--- src/chj_ram.sv ---
// ============================================================================
// chj_ram
// Simple dual-port RAM, one write port, one registered read port with enable.
// ============================================================================
module chj_ram #(
    parameter int WIDTH = 8,
    parameter int DEPTH = 16
) (
    input  logic                     i_clk,
    input  logic                     i_we,
    input  logic [$clog2(DEPTH)-1:0] i_waddr,
    input  logic [WIDTH-1:0]         i_wdata,
    input  logic                     i_re,
    input  logic [$clog2(DEPTH)-1:0] i_raddr,
    output logic [WIDTH-1:0]         o_rdata
);
    logic [WIDTH-1:0] r_mem [DEPTH];
    logic [WIDTH-1:0] r_rdata;

    always_ff @(posedge i_clk) begin
        if (i_we) begin
            r_mem[i_waddr] <= i_wdata;
        end
        if (i_re) begin
            r_rdata <= r_mem[i_raddr];
        end
    end

    assign o_rdata = r_rdata;
endmodule
--- config.mk ---
export PLATFORM = sky130hd
export DESIGN_NAME = chj_ram
export DESIGN_NICKNAME = d
export VERILOG_FILES = /design/src/chj_ram.sv
export SDC_FILE = /design/constraint.sdc
export NUM_CORES = 1
export LEC_CHECK = 0
export BUFFER_PORTS_ARGS = -buffer_cell sky130_fd_sc_hd__buf_2
export CAP_MARGIN = 10
export CORE_UTILIZATION = 51
export CTS_CLUSTER_DIAMETER = 200
export CTS_CLUSTER_SIZE = 40
export DETAILED_ROUTE_END_ITERATION = 6
export GPL_ROUTABILITY_DRIVEN = 0
export PLACE_DENSITY = 0.69
export SYNTH_ARGS = -nofsm -noshare
export SYNTH_HDL_FRONTEND = slang
export SYNTH_SLANG_ARGS = --single-unit
--- constraint.sdc ---
create_clock -name i_clk -period 2.33 [get_ports i_clk]
set_clock_uncertainty 0.2 [all_clocks]
set_input_delay 0.466 -clock i_clk [delete_from_list [all_inputs] [get_ports i_clk]]
set_output_delay 0.466 -clock i_clk [all_outputs]
set_load 0.005 [all_outputs]
Word level (Yosys, flattened, before mapping)
Memories as Yosys holds them, arrays and structs flattened. A register that Yosys moved wholly into a read port is not among the register bits.
Index checks and enable logic that the tools add are counted.
{ "totals": {"input_bits": 19, "out_inout_bits": 8, "n_memories": 1, "regBits": 0, "word_cells": 3, "ramBits": 128} }
{ "mem_list": {"columns": ["name", "depth", "width", "read_ports", "rd_ports_with_merged_regs", "wr", "line", "rtl"], "rows": [
  ["r_mem", 16, 8, 1, 1, 1, "17", "logic [WIDTH-1:0] r_mem [DEPTH];"]
]} }
{ "classes": {"muxes": 2} }
{ "ops": {"columns": ["operator", "n"], "rows": [
  ["$mux 1", 2]
]} }

Longest topological paths before layout
Gate-level depths: netlist of the first run.
{ "logic_depth": {"ltp_word": 2, "mapped_depth": 5, "mapped_depth_nobuf": 3} }

Least setup slack after synthesis of the first run
OpenSTA, ideal clock, no wires.
{ "synth_timing": {"kind": "in2reg", "startpoint": "input i_waddr[2]", "endpoint": "memory r_mem[0][0] (enable)", "required_time_ps": 1747, "path_slack_ps": 171, "path_stages": 2, "n_path_buf": 0, "arrival_ps": 1576, "setup_ps": 383, "cell_sequence": "or3b_2 -> nor3_1"} }
{ "synth_rtl": {"columns": ["element", "line", "rtl"], "rows": [
  ["start, declared", "11", "input logic [$clog2(DEPTH)-1:0] i_waddr,"],
  ["end, declared", "17", null]
]} }
Straight into the memory's write port.

Worst setup path after layout of the first run
{ "layout_timing": {"startpoint": "register r_rdata[2] (netlist: o_rdata[2]) (read register of r_mem)", "endpoint": "output o_rdata[2]"} }
{ "layout_rtl": {"columns": ["element", "line", "rtl"], "rows": [
  ["start, declared", "18", "logic [WIDTH-1:0] r_rdata;"],
  ["end, declared", "15", "output logic [WIDTH-1:0] o_rdata"]
]} }
No word-level cell between the ends.

==> results of run 1 <==
==> final cells by class <==
type                       count  share of cell area
tap                          133              0.0273
clock inverter                 8             0.00554
clock buffer                  22              0.0710
timing repair buffer          47              0.0533
sequential                   136               0.670
multi-input combinational     83               0.173
==> Yosys cell counts <==
library cell	number	share of area
sky130_fd_sc_hd__buf_6	3	0.0065
sky130_fd_sc_hd__buf_4	1	0.0014
sky130_fd_sc_hd__a22oi_1	16	0.023
sky130_fd_sc_hd__nand3b_1	2	0.0029
sky130_fd_sc_hd__nand2b_1	2	0.0024
sky130_fd_sc_hd__mux4_2	18	0.078
sky130_fd_sc_hd__edfxtp_1	136	0.78
sky130_fd_sc_hd__nand3_1	1	0.00096
sky130_fd_sc_hd__nor2b_1	1	0.0012
sky130_fd_sc_hd__and2_1	1	0.0012
sky130_fd_sc_hd__clkdlybuf4s25_2	3	0.0057
sky130_fd_sc_hd__nor3_1	4	0.0038
sky130_fd_sc_hd__buf_2	3	0.0029
sky130_fd_sc_hd__nor2_1	13	0.0093
sky130_fd_sc_hd__and2b_1	1	0.0014
sky130_fd_sc_hd__or3b_2	1	0.0017
sky130_fd_sc_hd__mux4_1	14	0.070
sky130_fd_sc_hd__nand2_1	9	0.0065
==> power breakdown <==
| part | leakage, nW | switching [mW] | internal (mW) |
|---|---|---|---|
| Combinational | 0.598 | 0.139 | 0.112 |
| Sequential | 1.24 | 0.0153 | 2.76 |
| Clock | 0.230 | 0.853 | 1.26 |
| Total | 2.06 | 1.01 | 4.14 |
==> cell families (layout without fill, tap and decap cells) <==
group | after synthesis | count (layout) | synth area share
AOI/OAI and AO/OA | 16 | 16 | 0.0230
and+or+nand+nor | 35 | 35 | 0.0314
muxes | 32 | 32 | 0.148
DFF | 136 | 136 | 0.781
buffers and inverters | 10 | 77 | 0.0165
==> metal layers <==
metal	GRT usage	up-vias	part of all wire
li1	-	1093	-
met1	0.270	1246	0.40
met2	0.328	83	0.51
met3	0.0571	12	0.066
met4	0.0845	2	0.015
met5	0	-	0.0011
==> final timing paths <==
check               startpoint    endpoint  slack (ns)
setup reg to reg  r_mem[11][7]  o_rdata[7]        0.66
setup / recovery    o_rdata[2]  o_rdata[2]        0.57
hold / removal            i_re  o_rdata[0]        0.14
hold reg to reg    r_mem[8][2]  o_rdata[2]        0.56
==> flip-flops by register name (all words and copies together), names as in the netlist <==
register and count:
o_rdata 8, r_mem 128
==> stage by stage <==
step	instances	instance area, sq um	utilization	total power, mW	worst slack, ns
after floorplan	229	5230	-	2.96	0.171
after global placement	399	5630	0.571	3.07	0.0820
final	429	6100	0.618	5.14	0.573
after CTS	429	6100	0.618	5.19	0.523
after detailed placement	399	5630	0.571	3.08	0.0696
after global routing	429	6100	0.618	5.29	0.522
==> out/qor.log, run 1 <==
qor: grt.antenna_found_initial 2
qor: job.timing.max_cap.violations 0
qor: die.placementRows 36
qor: logic_synthesis.post_synth_instance_area 0.00523 sq mm
qor: setup_path.critPathSlowestCell sky130_fd_sc_hd__edfxtp_1
qor: setup_path.critPathBufInv 1
qor: setup_path.timing.critical_path.depth 1
qor: clock_network.cts_made_buffers 17
qor: clock_network.htreeDepth 4
qor: final_layout.syn2layout_area_growth 16.7%
qor: sta.final-max-slew-violation-count 0
qor: sta.max_clock_freq 569 MHz
qor: grt.groute.usage.overall 0.205
qor: clock_network.sinks_on_the_clock_net 136
qor: run_status.outcome complete, no violations
qor: power_and_ir_drop.pwr_density_cell 843 mW/mm^2
qor: setup_path.highest_fanout_seen_on_the_critical_path 1
qor: clock_network.worstSkewPairLatency 0.51 ns
qor: final_layout.finalNetCount 304
qor: logic_synthesis.number_of_distinct_standard_cells_referenced_by_the_synthesized_netlist 18
qor: die.initial_utilization 0.530
qor: power_and_ir_drop.vdd_ir_drop_max 0.387 mV
qor: sta.setup_failing_eps_final 0
qor: logic_synthesis.syn_avg_cell_area 22.8 sq um
qor: die.io-pin-count 27
qor: setup_path.crit_family flip-flops
qor: setup_path.critical_path_required 1.66 ns
qor: grt.grt_pass1_vias 2496
qor: die.fp.dieH 103 microns
qor: final_layout.n_antenna_cell 0
qor: final_layout.most-common-layout-cells sky130_fd_sc_hd__edfxtp_1 (136), sky130_fd_sc_hd__buf_2 (26), sky130_fd_sc_hd__mux4_2 (18), sky130_fd_sc_hd__buf_4 (18)
qor: logic_synthesis.yosys_warnings 0
qor: route.detailed_routing_iterations_pass_1 4
qor: logic_synthesis.syn_inst 229
qor: route.antenna_violating_nets_post_route 0
qor: route.via_per_inst 5.68
qor: setup_path.criticalPathCategory flop to output port
qor: place.dpl.hpwl 6.14 mm
qor: clock_network.ctsRootBufferMaster sky130_fd_sc_hd__clkbuf_8
qor: grt.grt.overflow.total 0
qor: place.port_buffers 26
qor: clock_network.post_cts_buffers 0
qor: power_and_ir_drop.power_leakage 2.06 nW
qor: clock_network.path_clk_slew 0.06 ns
qor: sta.max-slew-margin-rel 0.725
qor: route.routed-via-count 2436
qor: die.core-area 0.00986 sq mm
qor: route.routedWlPerCell 22.4 microns
qor: sta.grt_setup_unrepaired no
qor: route.totalWireLength 9.60 mm
qor: hold_path.hold_path_depth 1
qor: sta.hold_viol_final 0
qor: final_layout.multiInputGateArea 0.00106 sq mm
qor: final_layout.sequential_cell_area 0.00408 sq mm
qor: logic_synthesis.synth_seq_cells 136
qor: grt.grt_pass1_wl 14.4 mm
qor: sta.setup_total_negative_slack 0 ns
qor: final_layout.number_of_filler_cells_placed_in_the_layout 666
qor: setup_path.crit_path_cell_trace buf_2
qor: clock_network.cts_tree built
qor: logic_synthesis.seq_area_frac_synth 0.781
qor: setup_path.worst-endpoint-arrival 1.09 ns
qor: clock_network.cts.hold.buffers_added 0
qor: die.die_x 103 microns
qor: sta.period_needed 1.76 ns
qor: grt.grt_start_max_net_pins 33
qor: setup_path.critical_path.max_stage_delay 0.42 ns
qor: final_layout.post_route_cells_drive_above_1_share 0.291
qor: final_layout.final_common_cell sky130_fd_sc_hd__edfxtp_1
qor: route.drt_iter0_markers 159
qor: sta.final.hold.worst_slack 0.140 ns
qor: sta.tightest_slew 0.413 ns
qor: setup_path.r2r.worst_path.cells 3
qor: die.die_area 0.0107 sq mm
qor: route.remaining_drc_errors 0
qor: clock_network.cts_repair_resize_count 0
qor: hold_path.timing.hold.worst.class input pin to flop
qor: logic_synthesis.postSynthNetCount 248
qor: setup_path.setup.worst_path.start_class flop
qor: sta.period_share 0.754
qor: setup_path.worstSetupEndpointType output port
qor: clock_network.max-clock-path-buffers 2
Power figures use the tool's default switching activity.
==> inputs of run 2 (changes only) <==
clock period = 1.74 ns   (was 2.33 ns; I/O delays follow)
==> run 2 against run 1 <==
Net effect:
- sequential power grew 34%
- register-to-register slack lost 0.61 ns
- non-clock buffer count grew 13
- worst setup slack worse by 0.53 ns
- sequential share of layout area shrank 1.9 points
- critical path type is now flop to flop
- critical endpoint is now o_rdata[4]
- largest cell class unchanged
- highest routed layer is now met4
==> out/qor.log, run 2 (same netlist as run 1, synthesis figures left out) <==
qor: run_status.outcome complete, no violations
qor: grt.grt.overflow.total 0
qor: setup_path.worst-endpoint-arrival 1.76 ns
qor: die.placementRows 36
qor: grt.gr-usage-met3 0.0618
qor: setup_path.crit_path_cell_trace mux4_2 > a22oi_1 > nand2_1
qor: sta.max-slew-margin-rel 0.496
qor: grt.grt_pass1_wl 15.2 mm
qor: sta.final.hold.worst_slack 0.0201 ns
qor: clock_network.post_cts_buffers 0
qor: route.remaining_drc_errors 0
qor: grt.antenna_found_initial 0
qor: grt.grt_pass1_vias 2639
qor: place.port_buffers 26
qor: sta.max_clock_freq 591 MHz
qor: grt.grt.met1_usage 0.289
qor: grt.grt.busiest_layer met2
qor: hold_path.timing.hold.worst.class input pin to flop
qor: die.io-pin-count 27
qor: final_layout.utilization 0.637
qor: clock_network.htreeDepth 4
qor: setup_path.worstSetupEndpointType flop
qor: clock_network.cts_made_buffers 17
qor: final_layout.syn2layout_area_growth 20.2%
qor: job.timing.max_cap.violations 0
qor: route.totalWireLength 9.92 mm
qor: final_layout.final_common_cell sky130_fd_sc_hd__edfxtp_1
qor: clock_network.cts_tree built
qor: route.detailed_routing_iterations_pass_1 4
qor: die.initial_utilization 0.530
qor: setup_path.critical_path_required 1.81 ns
qor: sta.grt_setup_unrepaired no
qor: clock_network.ctsRootBufferMaster sky130_fd_sc_hd__clkbuf_8
qor: route.routedWlPerCell 22.3 microns
qor: grt.grt_start_max_net_pins 17
qor: power_and_ir_drop.vdd_ir_drop_max 0.696 mV
qor: setup_path.critical_path.max_stage_delay 0.49 ns
qor: route.antenna_violating_nets_post_route 0
qor: final_layout.largest_reg_flops 128
qor: route.drt_iter0_markers 161
qor: die.fp.dieH 103 microns
qor: sta.period_share 0.973
qor: setup_path.highest_fanout_seen_on_the_critical_path 1
qor: grt.grt_util_met2 0.335
qor: sta.tightest_slew 0.754 ns
qor: final_layout.most-common-layout-cells sky130_fd_sc_hd__edfxtp_1 (136), sky130_fd_sc_hd__mux4_2 (31), sky130_fd_sc_hd__buf_2 (26)
qor: place.dpl.hpwl 6.17 mm
qor: final_layout.n_antenna_cell 0
qor: clock_network.path_clk_slew 0.06 ns
qor: clock_network.max-clock-path-buffers 2
qor: final_layout.post_route_cells_drive_above_1_share 0.383
qor: die.die_x 103 microns
qor: setup_path.criticalPathCategory flop to flop
qor: power_and_ir_drop.power_leakage 2.12 nW
qor: route.routed-via-count 2501
qor: hold_path.hold_path_depth 1
qor: setup_path.r2r.worst_path.cells 3
qor: die.die_area 0.0107 sq mm
qor: final_layout.finalNetCount 317
qor: sta.hold_viol_final 0
qor: die.core-area 0.00986 sq mm
qor: sta.setup_failing_eps_final 0
qor: power_and_ir_drop.pwr_density_cell 1190 mW/mm^2
qor: sta.period_needed 1.69 ns
qor: grt.groute.usage.overall 0.220
qor: setup_path.setup.worst_path.start_class flop
qor: final_layout.top_register r_mem
qor: setup_path.critPathSlowestCell sky130_fd_sc_hd__mux4_2
qor: route.via_per_inst 5.63
qor: clock_network.worstSkewPairLatency 0.53 ns
qor: sta.final-max-slew-violation-count 0
qor: clock_network.sinks_on_the_clock_net 136
==> run 2: final cells by class <==
type	instances	area [sq um]
fillers	653	3580
flip-flops and latches	136	4080
clock inverters	15	160
repair buffers	60	438
well taps	133	166
clock buffers	17	414
multi-input cells	83	1020
==> run 2: path summary, 6_finish.rpt <==
kind	from	to	slack [ns]
worst max register to register	r_mem[11][4]	o_rdata[4]	0.05
worst max-delay path	r_mem[11][4]	o_rdata[4]	0.05
worst min-delay path	i_wdata[1]	r_mem[7][1]	0.02
worst min register to register	r_mem[6][6]	o_rdata[6]	0.56
==> run 2: report_power, final <==
| group | switching [mW] | internal (mW) |
|---|---|---|
| clock | 1.26 | 2.15 |
| sequential | 0.0219 | 3.69 |
| combinational | 0.194 | 0.172 |
| total | 1.48 | 6.02 |
==> run 2: timing repair <==
item,4_1_cts,5_1_grt
resized for setup,0,0
hold buffers,6,0
hold endpoints to repair,83,0
==> run 2: critical path, delay by kind of cell, from the launching register on <==
| kind | cells | cell delay, ns |
|---|---|---|
| multiplexers | 1 | 0.49 |
| AND/OR/NAND/NOR | 1 | 0.09 |
| flip-flops | 1 | 0.38 |
| AO/OA/AOI/OAI | 1 | 0.29 |
==> run 2: through the flow <==
step | instance area [sq um] | setup WS [ns] | cells | total power [mW] | TNS [ns]
3_5_place_dp | 5650 | -0.403 | 406 | 4.14 | -4.61
6_report | 6280 | 0.0474 | 444 | 7.49 | 0
2_1_floorplan | 5220 | -0.0741 | 229 | 3.98 | -2.29
4_1_cts | 6280 | 0.0572 | 444 | 7.55 | 0
3_3_place_gp | 5650 | -0.409 | 406 | 4.13 | -3.81
5_1_grt | 6280 | 0.0182 | 444 | 7.71 | 0
==> run 2: per-layer routing <==
layer	up-vias	part of all wire
met5	-	0
met4	0	0.023
met3	17	0.058
met2	97	0.50
met1	1276	0.42
li1	1111	-
==> inputs of run 3 (changes only) <==
BUFFER_PORTS_ARGS = -buffer_cell sky130_fd_sc_hd__buf_4   (was -buffer_cell sky130_fd_sc_hd__buf_2)
==> run 3 against run 2 <==
Net effect:
- combinational power increased by 4%
- largest cell class unchanged
- clock power fell by 12%
- count of clock-buffer cells in the layout rose by 4
- highest routed layer unchanged
- die area did not move
==> out/qor.log, run 3 (same netlist as run 1, synthesis figures left out) <==
qor: clock_network.max-clock-path-buffers 2
qor: setup_path.critical_path_required 1.19 ns
qor: setup_path.setup.worst_path.start_class flop
qor: clock_network.cts_made_buffers 17
qor: final_layout.post_route_cells_drive_above_1_share 0.344
qor: run_status.outcome complete, no violations
qor: route.detailed_routing_iterations_pass_1 4
qor: die.placementRows 36
qor: die.die_area 0.0107 sq mm
qor: route.drt_iter0_markers 161
qor: power_and_ir_drop.design_power_total 7.09 mW
qor: setup_path.critPathBufInv 1
qor: job.timing.max_cap.violations 0
qor: final_layout.finish.instance_area 0.00626 sq mm
qor: clock_network.path_clk_slew 0.06 ns
qor: grt.groute.usage.overall 0.197
qor: place.dpl.hpwl 5.94 mm
qor: final_layout.final_common_cell sky130_fd_sc_hd__edfxtp_1
qor: die.die_x 103 microns
qor: setup_path.critical_path.max_stage_delay 0.42 ns
qor: final_layout.n_antenna_cell 0
qor: setup_path.worstSetupEndpointType output port
qor: setup_path.criticalPathCategory flop to output port
qor: sta.tightest_slew 0.698 ns
qor: clock_network.cts_tree built
qor: final_layout.syn2layout_area_growth 19.8%
qor: power_and_ir_drop.vdd_ir_drop_max 0.457 mV
qor: sta.max_clock_freq 606 MHz
qor: setup_path.highest_fanout_seen_on_the_critical_path 1
qor: setup_path.critPathSlowestCell sky130_fd_sc_hd__edfxtp_1
qor: sta.max-slew-margin-rel 0.534
qor: setup_path.crit_path_cell_trace buf_4
qor: clock_network.ctsRootBufferMaster sky130_fd_sc_hd__clkbuf_8
qor: route.remaining_drc_errors 0
qor: sta.final-max-slew-violation-count 0
qor: sta.setup_failing_eps_final 0
qor: final_layout.most-common-layout-cells sky130_fd_sc_hd__edfxtp_1 (136), sky130_fd_sc_hd__buf_4 (45), sky130_fd_sc_hd__mux4_2 (31)
qor: final_layout.utilization 0.635
qor: route.via_per_inst 5.56
qor: final_layout.largest_reg_flops 128
qor: grt.grt.overflow.total 0
qor: hold_path.timing.hold.worst.class input pin to flop
qor: clock_network.htreeDepth 4
qor: power_and_ir_drop.pwr_density_cell 1130 mW/mm^2
qor: grt.grt_pass1_wl 13.9 mm
qor: sta.grt_setup_unrepaired no
qor: clock_network.sinks_on_the_clock_net 136
qor: grt.antenna_found_initial 0
qor: final_layout.top_register r_mem
qor: route.antenna_violating_nets_post_route 0
qor: power_and_ir_drop.power_leakage 2.10 nW
qor: route.routed-via-count 2434
qor: grt.grt_pass1_vias 2478
qor: route.totalWireLength 9.24 mm
qor: die.io-pin-count 27
qor: grt.grt_start_max_net_pins 18
qor: sta.setup_ws 0.0897 ns
qor: setup_path.worst-endpoint-arrival 1.10 ns
qor: place.dpl_cell_area 0.00569 sq mm
qor: sta.period_share 0.948
qor: route.routedWlPerCell 21.1 microns
qor: setup_path.crit_family flip-flops
qor: die.fp.dieH 103 microns
qor: sta.period_needed 1.65 ns
qor: sta.hold_viol_final 0
qor: die.core-area 0.00986 sq mm
qor: clock_network.worstSkewPairLatency 0.52 ns
qor: place.port_buffers 26
qor: final_layout.finalNetCount 315
qor: die.initial_utilization 0.530
qor: place.pre_cts_slack -0.302 ns
[run 3: timing repair]
action / 4_1_cts / 5_1_grt
hold buffers: 9 / 0
endpoints found under the hold margin: 136 / 0
resized for setup: 0 / 0
setup buffers: 0 / 0
[run 3: cell type report]
type                       instances  area [sq um]
sequential                       136          4080
fill                             660          3600
multi-input combinational         83          1020
timing repair buffer              58           508
clock buffer                      21           429
tap                              133           166
clock inverter                     7          57.6
[run 3: worst paths after layout]
path	end	slack, ns	cells after the start	startpoint
max reg2reg	o_rdata[5]	0.11	3	r_mem[7][5]
min reg2reg	o_rdata[4]	0.55	3	r_mem[6][4]
max	o_rdata[4]	0.09	1	o_rdata[4]
min	r_mem[8][4]	0.15	3	i_waddr[1]
[run 3: metrics by stage]
stage	instances	hold slack, ns	setup TNS, ns
global placement	401	0.453	-3.69
detailed placement	401	0.455	-4.05
finish	438	0.149	0
CTS	438	0.128	0
global route	438	0.144	0
floorplan	229	0.247	-2.29
[run 3: per-layer routing]
metal	vias to the layer above	GRT usage	share of wire
li1	1099	-	-
met1	1241	0.249	0.42
met2	79	0.315	0.51
met3	15	0.0544	0.049
met4	0	0.105	0.023
met5	-	0	0
[run 3: power by group]
group | internal [mW] | switching (mW)
sequential | 3.69 | 0.0215
combinational | 0.192 | 0.188
clock | 1.83 | 1.16
